==> src/sv/etc1bd_pkg.sv <==
// shared types, constants and helpers for the etc1 block decoder
// used by etc1bd_texel and etc1_block_decoder_unit
package etc1bd_pkg;

   localparam int BLOCK_W = 64;
   localparam int PIX_W   = 24;
   localparam int CHAN_W  = 8;
   localparam int MOD_W   = 9;   // signed modifier, magnitude up to 183
   localparam int COLS    = 4;

   localparam logic [1:0] ROW_FIRST = 2'd0;
   localparam logic [1:0] ROW_LAST  = 2'd3;

   // control bits of the block word
   localparam int BIT_DIFF = 33;
   localparam int BIT_FLIP = 32;

   typedef struct packed {
      logic [PIX_W-1:0]        color;
      logic signed [MOD_W-1:0] modv;
   } texel_in_type;

   // modifier table magnitude: row picked by table index, column by selector lsb
   function automatic logic [CHAN_W-1:0] mod_mag(input logic [2:0] tidx, input logic lsb);
      logic [CHAN_W-1:0] a;
      logic [CHAN_W-1:0] b;
      begin
         case (tidx)
            3'd0: begin a = 8'd2;  b = 8'd8;   end
            3'd1: begin a = 8'd5;  b = 8'd17;  end
            3'd2: begin a = 8'd9;  b = 8'd29;  end
            3'd3: begin a = 8'd13; b = 8'd42;  end
            3'd4: begin a = 8'd18; b = 8'd60;  end
            3'd5: begin a = 8'd24; b = 8'd80;  end
            3'd6: begin a = 8'd33; b = 8'd106; end
            3'd7: begin a = 8'd47; b = 8'd183; end
            default: begin a = 8'd0; b = 8'd0; end
         endcase
         return lsb ? b : a;
      end
   endfunction

   function automatic logic [CHAN_W-1:0] expand4(input logic [3:0] v);
      return {v, v};
   endfunction

   function automatic logic [CHAN_W-1:0] expand5(input logic [4:0] v);
      return {v, v[4:2]};
   endfunction

endpackage

==> src/sv/etc1_block_decoder_unit.sv <==
// etc1 block decoder: an accepted block is held in stage a, and each row passes the stage b and
// stage c registers to rsp_; rows 1..3 follow at one row word per cycle while rsp_tready does not stall.
// the row sequencer issues one row a cycle unless stage b is full and cannot move on;
// the next block is taken in the cycle the last row of the current one is issued.
// synchronous active-high reset clears the valid bits and the row counter; data is not reset.
// depends on etc1bd_pkg and etc1bd_texel
module etc1_block_decoder_unit (
   input  logic          clock,
   input  logic          reset,
   input  logic          req_tvalid,
   output logic          req_tready,
   input  logic [63:0]   req_tdata,   // block_word
   output logic          rsp_tvalid,
   input  logic          rsp_tready,
   output logic [95:0]   rsp_tdata,   // pixel_0, pixel_1, pixel_2, pixel_3
   output logic [1:0]    rsp_tuser,   // row_index
   output logic          rsp_tlast    // last_row
);

   // stage a: held block and row sequencer
   logic [etc1bd_pkg::BLOCK_W-1:0] blk_ff;
   logic                           blk_vld_ff, blk_vld_in;
   logic [1:0]                     row_ff, row_in;
   // stage b: per-texel base color and modifier
   etc1bd_pkg::texel_in_type       b_tex_ff [etc1bd_pkg::COLS];
   etc1bd_pkg::texel_in_type       b_tex_in [etc1bd_pkg::COLS];
   logic [1:0]                     b_row_ff;
   logic                           b_vld_ff, b_vld_in;
   // stage c: output word
   logic [etc1bd_pkg::PIX_W-1:0]   c_pix [etc1bd_pkg::COLS];
   logic [95:0]                    c_data_ff;
   logic [1:0]                     c_row_ff;
   logic                           c_vld_ff, c_vld_in;

   logic c_ready, b_ready, issue, req_acc;
   logic [7:0] col0 [3];
   logic [7:0] col1 [3];

   assign c_ready    = !c_vld_ff || rsp_tready;
   assign b_ready    = !b_vld_ff || c_ready;
   assign issue      = blk_vld_ff && b_ready;
   assign req_tready = !blk_vld_ff || (issue && row_ff == etc1bd_pkg::ROW_LAST);
   assign req_acc    = req_tvalid && req_tready;

   always_comb begin
      blk_vld_in = blk_vld_ff;
      row_in     = row_ff;
      if (issue) begin
         row_in = row_ff + 2'd1;
         if (row_ff == etc1bd_pkg::ROW_LAST) begin
            blk_vld_in = 1'b0;
         end
      end
      if (req_acc) begin
         blk_vld_in = 1'b1;
         row_in     = etc1bd_pkg::ROW_FIRST;
      end
   end

   // base colors of both halves; channel c = 0 is red
   always_comb begin
      logic [4:0] base5;
      logic [2:0] dlt;
      logic [4:0] sum5;
      for (int c = 0; c < 3; c++) begin
         base5 = blk_ff[63-8*c -: 5];
         dlt   = blk_ff[58-8*c -: 3];
         sum5  = base5 + {{2{dlt[2]}}, dlt};   // wraps modulo 32
         if (blk_ff[etc1bd_pkg::BIT_DIFF]) begin
            col0[c] = etc1bd_pkg::expand5(base5);
            col1[c] = etc1bd_pkg::expand5(sum5);
         end else begin
            col0[c] = etc1bd_pkg::expand4(blk_ff[63-8*c -: 4]);
            col1[c] = etc1bd_pkg::expand4(blk_ff[59-8*c -: 4]);
         end
      end
   end

   always_comb begin
      logic [3:0]                    k;
      logic                          half;
      logic [2:0]                    tidx;
      logic [etc1bd_pkg::CHAN_W-1:0] mag;
      for (int x = 0; x < etc1bd_pkg::COLS; x++) begin
         k    = {2'(x), row_ff};   // selector bit y + 4x
         half = blk_ff[etc1bd_pkg::BIT_FLIP] ? row_ff[1] : k[3];
         tidx = half ? blk_ff[36:34] : blk_ff[39:37];
         mag  = etc1bd_pkg::mod_mag(tidx, blk_ff[k]);
         b_tex_in[x].modv  = blk_ff[5'd16 + 5'(k)] ? -$signed({1'b0, mag})
                                                    : $signed({1'b0, mag});
         b_tex_in[x].color = half ? {col1[0], col1[1], col1[2]}
                                  : {col0[0], col0[1], col0[2]};
      end
   end

   assign b_vld_in = issue || (b_vld_ff && !c_ready);
   assign c_vld_in = (b_vld_ff && c_ready) || (c_vld_ff && !rsp_tready);

   for (genvar x = 0; x < etc1bd_pkg::COLS; x++) begin : g_texel
      etc1bd_texel u_texel (
         .texel_in (b_tex_ff[x]),
         .pixel    (c_pix[x])
      );
   end

   always_ff @(posedge clock) begin
      if (reset) begin
         blk_vld_ff <= 1'b0;
         row_ff     <= etc1bd_pkg::ROW_FIRST;
         b_vld_ff   <= 1'b0;
         c_vld_ff   <= 1'b0;
      end else begin
         blk_vld_ff <= blk_vld_in;
         row_ff     <= row_in;
         b_vld_ff   <= b_vld_in;
         c_vld_ff   <= c_vld_in;
      end
   end

   always_ff @(posedge clock) begin
      if (req_acc) begin
         blk_ff <= req_tdata;
      end
      if (issue) begin
         b_tex_ff <= b_tex_in;
         b_row_ff <= row_ff;
      end
      if (b_vld_ff && c_ready) begin
         c_data_ff <= {c_pix[3], c_pix[2], c_pix[1], c_pix[0]};
         c_row_ff  <= b_row_ff;
      end
   end

   assign rsp_tvalid = c_vld_ff;
   assign rsp_tdata  = c_data_ff;
   assign rsp_tuser  = c_row_ff;
   assign rsp_tlast  = (c_row_ff == etc1bd_pkg::ROW_LAST);

`ifndef SYNTHESIS
   // a new block only replaces a held one when its last row goes out
   a_accept_on_last: assert property (@(posedge clock) disable iff (reset)
      (req_acc && blk_vld_ff) |-> (row_ff == etc1bd_pkg::ROW_LAST && issue))
      else $error("block overwritten before its last row was issued");

   // a stalled row word in stage b is kept
   a_b_hold: assert property (@(posedge clock) disable iff (reset)
      (b_vld_ff && !c_ready) |=> (b_vld_ff && $stable(b_row_ff)))
      else $error("stage b word lost under stall");

   // rows leave stage a in order
   a_row_order: assert property (@(posedge clock) disable iff (reset)
      (issue && !req_acc) |=> (row_ff == $past(row_ff) + 2'd1))
      else $error("row sequencer skipped a row");
`endif

endmodule

==> src/sv/etc1bd_texel.sv <==
// one texel: adds the signed modifier to each channel of the base color and clamps to 0..255
// depends on etc1bd_pkg
module etc1bd_texel (
   input  etc1bd_pkg::texel_in_type     texel_in,
   output logic [etc1bd_pkg::PIX_W-1:0] pixel
);

   always_comb begin
      logic signed [9:0] sum;
      for (int c = 0; c < 3; c++) begin
         sum = $signed({2'b00, texel_in.color[c*8 +: 8]})
             + $signed({texel_in.modv[etc1bd_pkg::MOD_W-1], texel_in.modv});
         if (sum < 10'sd0) begin
            pixel[c*8 +: 8] = 8'd0;
         end else if (sum > 10'sd255) begin
            pixel[c*8 +: 8] = 8'd255;
         end else begin
            pixel[c*8 +: 8] = sum[7:0];
         end
      end
   end

endmodule

==> config.mk <==
export PLATFORM = sky130hd
export DESIGN_NAME = etc1_block_decoder_unit
export DESIGN_NICKNAME = d
export VERILOG_FILES = /design/src/sv/etc1bd_pkg.sv /design/src/sv/etc1_block_decoder_unit.sv /design/src/sv/etc1bd_texel.sv
export SDC_FILE = /design/constraint.sdc
export NUM_CORES = 1
export LEC_CHECK = 0
export ABC_CLOCK_PERIOD_IN_PS = 8700
export BUFFER_PORTS_ARGS = -buffer_cell sky130_fd_sc_hd__buf_2
export CAP_MARGIN = 20
export CORE_MARGIN = 4
export CORE_UTILIZATION = 60
export DETAILED_ROUTE_END_ITERATION = 8
export PLACE_DENSITY = 0.81
export SKIP_LAST_GASP = 1
export SLEW_MARGIN = 20
export SYNTH_ARGS = -nofsm -noshare
export SYNTH_HDL_FRONTEND = slang
export SYNTH_SLANG_ARGS = --single-unit
==> constraint.sdc <==
create_clock -name clock -period 8.7 [get_ports clock]
set_input_delay 0 -clock clock [delete_from_list [all_inputs] [get_ports clock]]
set_output_delay 0 -clock clock [all_outputs]
set_load 0.1 [all_outputs]
== After elaboration in Yosys (flattened, before gate mapping) ==
Memory sizes are Yosys's and may differ from the RTL's.
Cells that the tools add are included.

* $mul: 0
* Bitwise gates (word level): 0
* Equal/unequal tests: 2
* $lt $le $gt $ge: 32
* Shift-type cells: 0
* Reductions and logical operators: 20
* Add/sub/neg operators: 24
* Multiplexer cells: 51
* Divide/modulo/power cells: 0

{| class="wikitable"
|+ Operator list
! cell !! number
|-
| 8-bit two-way mux || 23
|-
| 9-bit by 9-bit adder with 10-bit output || 12
|-
| 10-bit by 9-bit > comparator with 1-bit output (second input constant) || 12
|-
| 10-bit by 1-bit < comparator with 1-bit output (second input constant) || 12
|-
| 24-bit two-way mux || 2
|-
| 8-bit negation with 9-bit output || 4
|-
| 5-bit by 7-bit < comparator with 1-bit output (second input constant) || 4
|-
| 1-bit binary-select mux with 5-bit select || 4
|-
| 5-bit adder || 3
|-
| 4-bit by 7-bit < comparator with 1-bit output (second input constant) || 2
|-
| 1-bit two-way mux || 13
|-
| 4-bit two-way mux || 3
|-
| 5-bit by 4-bit adder with 5-bit output (first input constant) || 2
|-
| 1-bit binary-select mux with 2-bit select || 4
|-
| 2-bit by 7-bit < comparator with 1-bit output (second input constant) || 1
|-
| 3-bit by 7-bit < comparator with 1-bit output (second input constant) || 1
|-
| 1-bit logical AND || 6
|-
| 3-bit two-way mux || 2
|-
| 5-bit by 2-bit adder with 5-bit output (first input constant) || 1
|-
| 5-bit by 3-bit adder with 5-bit output (first input constant) || 1
|-
| 1-bit logical NOT || 5
|-
| 1-bit logical OR || 5
|-
| 2-bit == test (second input constant) || 2
|-
| 2-bit nonzero test || 2
|-
| 3 further kinds || 3
|}

* Bits of input ports: 68
* Bits in registers: 253
* RAM bits: 0
* Output and inout bits: 101
* Logic and storage cells: 162
* Latch bits: 0
* Memories kept: 4
* Memory bits (read-only): 448

{| class="wikitable"
|+ Memory list
! memory !! depth !! width !! rd ports !! clocked after Yosys merged registers in !! wr ports !! RTL line !! RTL
|-
| (name not given) || 8 || 14 || 1 || 0 || 0 || etc1bd_pkg.sv:28 || <nowiki>case (tidx)</nowiki>
|-
| (name not given) || 8 || 14 || 1 || 0 || 0 || etc1bd_pkg.sv:28 ||
|-
| (name not given) || 8 || 14 || 1 || 0 || 0 || etc1bd_pkg.sv:28 ||
|-
| (name not given) || 8 || 14 || 1 || 0 || 0 || etc1bd_pkg.sv:28 ||
|}

== Longest topological paths before layout ==
* Word-level depth: 9
* Mapped depth: 14
* Gate-level depth less buffers: 13

== Hierarchy ==
Synthesis repeated with hierarchy kept, for this count alone.

* Cell total of the unflattened synthesis: 1,587
* Area total of the unflattened synthesis: 16,868.7 µm²

{| class="wikitable"
|+ By module, submodules not included
! module !! times used !! sequential area each (µm²) !! area an instance (µm²) !! cells each
|-
| etc1_block_decoder_unit || 1 || 7,547.2 || 11,141.9 || 794
|-
| etc1bd_texel at g_texel[1].u_texel ... || 3 || 0.0 || 1,441.4 || 199
|-
| etc1bd_texel at g_texel[0].u_texel || 1 || 0.0 || 1,402.6 || 196
|}

== Least setup slack after synthesis ==
Ideal clock, no wire load.

* Kind: register -> register
* Start: register c_vld_ff (netlist: rsp_tvalid)
* End: register c_data_ff[0] (netlist: rsp_tdata[0]), enable pin
* Buffers on the path: 0
* Arrival: 5,301 ps
* Setup time: 567 ps
* Data required time: 8,133 ps
* Setup slack: 2,832 ps
* Clock period less this slack: 5,868 ps
* Cell stages (with the launch flop): 3
* Path through: dfxtp_1 nor2b_1 nor2b_1

* Longest elaborated chain between the ends: 3

{| class="wikitable"
|+ Ends and longest elaborated chain
! item !! RTL line !! RTL
|-
| start: declaration || etc1_block_decoder_unit.sv:33 || <nowiki>logic c_vld_ff, c_vld_in;</nowiki>
|-
| start signal: assignment || etc1_block_decoder_unit.sv:116 || <nowiki>c_vld_ff <= c_vld_in;</nowiki>
|-
| 1-bit logical NOT || etc1_block_decoder_unit.sv:39 || <nowiki>assign c_ready = !c_vld_ff || rsp_tready;</nowiki>
|-
| 1-bit logical OR || etc1_block_decoder_unit.sv:39 ||
|-
| 1-bit logical AND || etc1_block_decoder_unit.sv:128 || <nowiki>if (b_vld_ff && c_ready) begin</nowiki>
|-
| end signal: assignment || etc1_block_decoder_unit.sv:129 || <nowiki>c_data_ff <= {c_pix[3], c_pix[2], c_pix[1], c_pix[0]};</nowiki>
|-
| end: declaration || etc1_block_decoder_unit.sv:31 || <nowiki>logic [95:0] c_data_ff;</nowiki>
|}

Every way passes these cells.
A chain may end at the register's enable or synchronous reset.

==> flow_results.xml <==
<?xml version="1.0" encoding="UTF-8"?>
<metrics>
  <group name="logic_synthesis">
    <metric name="synth_enable_flop_cells" unit="">248</metric>
    <metric name="synth_area_leaders" unit="">sky130_fd_sc_hd__edfxtp_1 47%, sky130_fd_sc_hd__ha_1 9.5%, sky130_fd_sc_hd__a21oi_1 6.0%, sky130_fd_sc_hd__xnor2_1 2.9%, sky130_fd_sc_hd__xor2_1 2.8%</metric>
    <metric name="synth_top_cells_by_count" unit="">248 x sky130_fd_sc_hd__edfxtp_1, 191 x sky130_fd_sc_hd__a21oi_1, 121 x sky130_fd_sc_hd__ha_1, 92 x sky130_fd_sc_hd__nand2_1, 87 x sky130_fd_sc_hd__inv_1</metric>
    <metric name="synth_cells" unit="">1476</metric>
    <metric name="synth-main-ff-cell" unit="">sky130_fd_sc_hd__edfxtp_1</metric>
    <metric name="syn-mean-instance-area" unit="sq um">10.8</metric>
    <metric name="synth.most_common_cell" unit="">sky130_fd_sc_hd__edfxtp_1</metric>
    <metric name="ys_seq_area_frac" unit="">0.475</metric>
    <metric name="yosys.cell_types.count" unit="">61</metric>
    <metric name="synth_top_area_share" unit="">0.468</metric>
    <metric name="synthesis.nets" unit="">1680</metric>
    <metric name="ys_ff_latch" unit="">253</metric>
    <metric name="asyncSetResetFlopFracSynth" unit="">0</metric>
    <metric name="syn_area" unit="sq um">15900</metric>
    <metric name="ys_warn_count" unit="">0</metric>
    <metric name="synthDominantAreaCellType" unit="">sky130_fd_sc_hd__edfxtp_1</metric>
  </group>
  <group name="die">
    <metric name="pin_count" unit="">169</metric>
    <metric name="die_height" unit="um">171</metric>
    <metric name="start_util" unit="">0.610</metric>
    <metric name="floorplan.core_area" unit="sq um">26100</metric>
    <metric name="design.die.area" unit="sq um">29200</metric>
    <metric name="std_cell_rows" unit="">59</metric>
    <metric name="die_width" unit="um">171</metric>
  </group>
  <group name="critical_path">
    <metric name="startpoint_type" unit="">flop</metric>
    <metric name="critPathCapture" unit="">b_tex_ff[7]</metric>
    <metric name="cp_num_cells" unit="">10</metric>
    <metric name="highest_delay_cell_along_the_critical_path" unit="">sky130_fd_sc_hd__dfxtp_1</metric>
    <metric name="critPathArrivalTime" unit="ns">4.37</metric>
    <metric name="critPathMaxStageDelay" unit="ns">0.77</metric>
    <metric name="startpoint" unit="">row_ff[1]</metric>
    <metric name="rr_endpoint" unit="">b_tex_ff[7]</metric>
    <metric name="path_cells" unit="">nand2b_1 -&gt; buf_4 -&gt; mux2_2 -&gt; ha_1 -&gt; inv_1 -&gt; mux4_2 -&gt; or3b_1 -&gt; nand2b_1 -&gt; a2bb2oi_2 -&gt; a31oi_1</metric>
    <metric name="worst_ep_required_time" unit="ns">8.97</metric>
    <metric name="setup.worst_path.end_class" unit="">flop</metric>
    <metric name="crit_path_max_fanout" unit="">50</metric>
    <metric name="worst-r2r-cell-count" unit="">10</metric>
    <metric name="path_class" unit="">flop to flop</metric>
    <metric name="cpMostUsedCell" unit="">sky130_fd_sc_hd__nand2b_1</metric>
    <metric name="critical_path.top_delay_family" unit="">multiplexers</metric>
    <metric name="worstPathBufferInverterCount" unit="">2</metric>
    <metric name="rrSetupSlack" unit="ns">4.60</metric>
    <metric name="rr_startpoint" unit="">row_ff[1]</metric>
  </group>
  <group name="power_and_ir_drop">
    <metric name="power_density" unit="nW/um^2">220</metric>
    <metric name="clock_power_share" unit="">0.300</metric>
    <metric name="power_switching" unit="mW">1.39</metric>
    <metric name="worst_vdd_drop" unit="V">0.000191</metric>
    <metric name="totalPowerFinal" unit="mW">4.10</metric>
    <metric name="combinational_group_share_of_total_power" unit="">0.314</metric>
    <metric name="sw_frac_of_total" unit="">0.339</metric>
    <metric name="power.leakage" unit="nW">7.55</metric>
    <metric name="p_seq_frac" unit="">0.387</metric>
    <metric name="power_report.internal_total" unit="mW">2.71</metric>
  </group>
  <group name="sta">
    <metric name="finalMaxSlewViolations" unit="">0</metric>
    <metric name="finalSetupViolations" unit="">0</metric>
    <metric name="layout_min_cycle_time" unit="ns">4.10</metric>
    <metric name="number_of_hold_slack_violations_in_the_final_timing_report" unit="">0</metric>
    <metric name="worstMarginPinSlew" unit="ns">1.02</metric>
    <metric name="max_slew_margin" unit="">0.318</metric>
    <metric name="min_period_over_period" unit="">0.471</metric>
    <metric name="worst_clock_skew" unit="ns">0.0176</metric>
    <metric name="fmaxAchievable" unit="MHz">244</metric>
    <metric name="setup_tns_after_final_layout" unit="ns">0</metric>
    <metric name="worst_slack" unit="ns">4.60</metric>
    <metric name="rsz_0062_raised_after_global_routing" unit="">false</metric>
  </group>
  <group name="grt">
    <metric name="grt_antenna_before_repair" unit="">2</metric>
    <metric name="global_route_wire_length_before_repair" unit="um">60300</metric>
    <metric name="grt_max_degree" unit="">51</metric>
    <metric name="gr-usage-all-layers" unit="">0.259</metric>
    <metric name="grt_overflow" unit="">0</metric>
    <metric name="grt_pass1_vias" unit="">11737</metric>
  </group>
  <group name="detailed_routing">
    <metric name="post_drt_wl_per_cell" unit="um">18.8</metric>
    <metric name="num_vias" unit="">12215</metric>
    <metric name="detail_route_antenna_nets" unit="">0</metric>
    <metric name="initialDrtViolationCount" unit="">1192</metric>
    <metric name="drt-vias-per-instance" unit="">5.95</metric>
    <metric name="routed_wl" unit="um">38600</metric>
    <metric name="first_pass_iters" unit="">6</metric>
    <metric name="drc" unit="">0</metric>
  </group>
  <group name="placement">
    <metric name="hpwlAfterDp" unit="um">27700</metric>
    <metric name="gp_routability_congestion" unit="">0.941</metric>
    <metric name="port_buffers" unit="">168</metric>
    <metric name="dpl.cell_count" unit="">1935</metric>
    <metric name="placement.setup.worst_slack" unit="ns">4.68</metric>
  </group>
  <group name="clocking">
    <metric name="number_of_clock_buffers_inserted_by_tritoncts" unit="">27</metric>
    <metric name="clk_root_buffer_cell" unit="">sky130_fd_sc_hd__clkbuf_16</metric>
    <metric name="clock-sinks" unit="">253</metric>
    <metric name="h_tree_depth_reported_by_cts" unit="">1</metric>
    <metric name="cts_tree" unit="">done</metric>
    <metric name="clk_pin_slew_worst_paths" unit="ns">0.07</metric>
    <metric name="ctsResizeCount" unit="">0</metric>
    <metric name="worst_skew_pair.late_latency" unit="ns">0.54</metric>
    <metric name="cts.path.max_buffers" unit="">3</metric>
  </group>
  <group name="finish">
    <metric name="fin_nets" unit="">1902</metric>
    <metric name="sequential_cell_area" unit="sq um">7550</metric>
    <metric name="syn2layout_area_growth" unit="%">17.3</metric>
    <metric name="final_core_util" unit="">0.716</metric>
    <metric name="proportion_of_layout_cells_with_a_drive_suffix_above_1" unit="">0.151</metric>
    <metric name="multiInputGateArea" unit="sq um">7820</metric>
    <metric name="layout.cells.non_filler" unit="">2054</metric>
    <metric name="n_fill_cell" unit="">1863</metric>
  </group>
  <group name="min_path">
    <metric name="hold_class" unit="">primary input to flop</metric>
  </group>
  <group name="flow_run">
    <metric name="maxCapViolCount" unit="">0</metric>
  </group>
  <group name="status">
    <metric name="outcome" unit="">complete, no violations</metric>
  </group>
</metrics>
-- flip-flops by register name (all words and copies together), names as in the netlist --
register and count:
blk_ff 64, b_tex_ff 84, rsp_tdata 96, b_vld_ff 1, row_ff 2, rsp_tuser 2, blk_vld_ff 1, b_row_ff 2
rsp_tvalid 1
-- per-stage QoR --
stage	hold WS, ns	instance area, sq um
final	0.164	18700
after floorplan	0.0724	15900
after detailed placement	0.178	17000
after CTS	0.148	18700
after global placement	0.177	17000
after global routing	0.164	18700
-- placed cells by master (no fill, tap or decap), types with 20 or more instances in the layout --
cell type / n
sky130_fd_sc_hd__ha_1: 121
sky130_fd_sc_hd__dlygate4sd3_1: 68
sky130_fd_sc_hd__edfxtp_1: 248
sky130_fd_sc_hd__o21a_1: 20
sky130_fd_sc_hd__xor2_1: 51
sky130_fd_sc_hd__nor3_1: 29
sky130_fd_sc_hd__xnor2_1: 52
sky130_fd_sc_hd__a21oi_1: 191
sky130_fd_sc_hd__nor2_1: 84
sky130_fd_sc_hd__mux2i_1: 22
sky130_fd_sc_hd__clkbuf_16: 27
sky130_fd_sc_hd__buf_2: 168
sky130_fd_sc_hd__inv_1: 86
sky130_fd_sc_hd__nand2b_1: 37
sky130_fd_sc_hd__nand2_1: 92
sky130_fd_sc_hd__o21ai_0: 82
sky130_fd_sc_hd__a21o_1: 23
sky130_fd_sc_hd__nor2b_1: 42
sky130_fd_sc_hd__nand3_1: 23
-- power by group through the flow --
stage                     logic [mW]  clock network (mW)  registers [mW]
after floorplan                0.758                   0            1.84
after global placement          1.21                   0            1.60
after detailed placement        1.24                   0            1.61
after CTS                       1.28                1.24            1.58
after global routing            1.41                1.30            1.59
final                           1.29                1.23            1.58
-- layer usage --
layer,vias up,routed length [um],GRT usage
met5,-,13,0
met3,81,2940,0.0425
met2,472,18500,0.440
met4,2,1040,0.0748
li1,5891,-,-
met1,5769,16100,0.349
-- worst min-delay path by stage --
stage	start	to	slack, ns	cells after the start
6_report	req_tdata[59]	blk_ff[59]	0.16	2
5_1_grt	req_tdata[42]	blk_ff[42]	0.16	2
4_1_cts	req_tdata[14]	blk_ff[14]	0.15	2
3_5_place_dp	req_tdata[19]	blk_ff[19]	0.18	1
3_3_place_gp	req_tdata[7]	blk_ff[7]	0.18	1
2_1_floorplan	reset	b_vld_ff	0.07	1
-- final cells by class --
| class | instances | share of cell area |
|---|---|---|
| Antenna cell | 1 | 0.000134 |
| Clock buffer | 32 | 0.0377 |
| Clock inverter | 17 | 0.0132 |
| Inverter | 91 | 0.0183 |
| Multi-Input combinational cell | 1081 | 0.419 |
| Sequential cell | 253 | 0.404 |
| Tap cell | 335 | 0.0225 |
| Timing Repair Buffer | 244 | 0.0847 |
-- cells by family after synthesis --
kind of cell | count (synthesis) | synth area share
AND/OR/NAND/NOR | 358 | 0.110
AO/OA/AOI/OAI | 437 | 0.168
XOR/XNOR | 103 | 0.0567
buffers and inverters | 142 | 0.0349
flip-flops | 253 | 0.475
adder cells (fa/ha/maj) | 136 | 0.114
multiplexers | 47 | 0.0421
-- timing repair --
item,4_1_cts,5_1_grt
endpoints found under the hold margin,85,0
hold buffers,68,0
buffers inserted,0,0
Power figures use the tool's default switching activity.
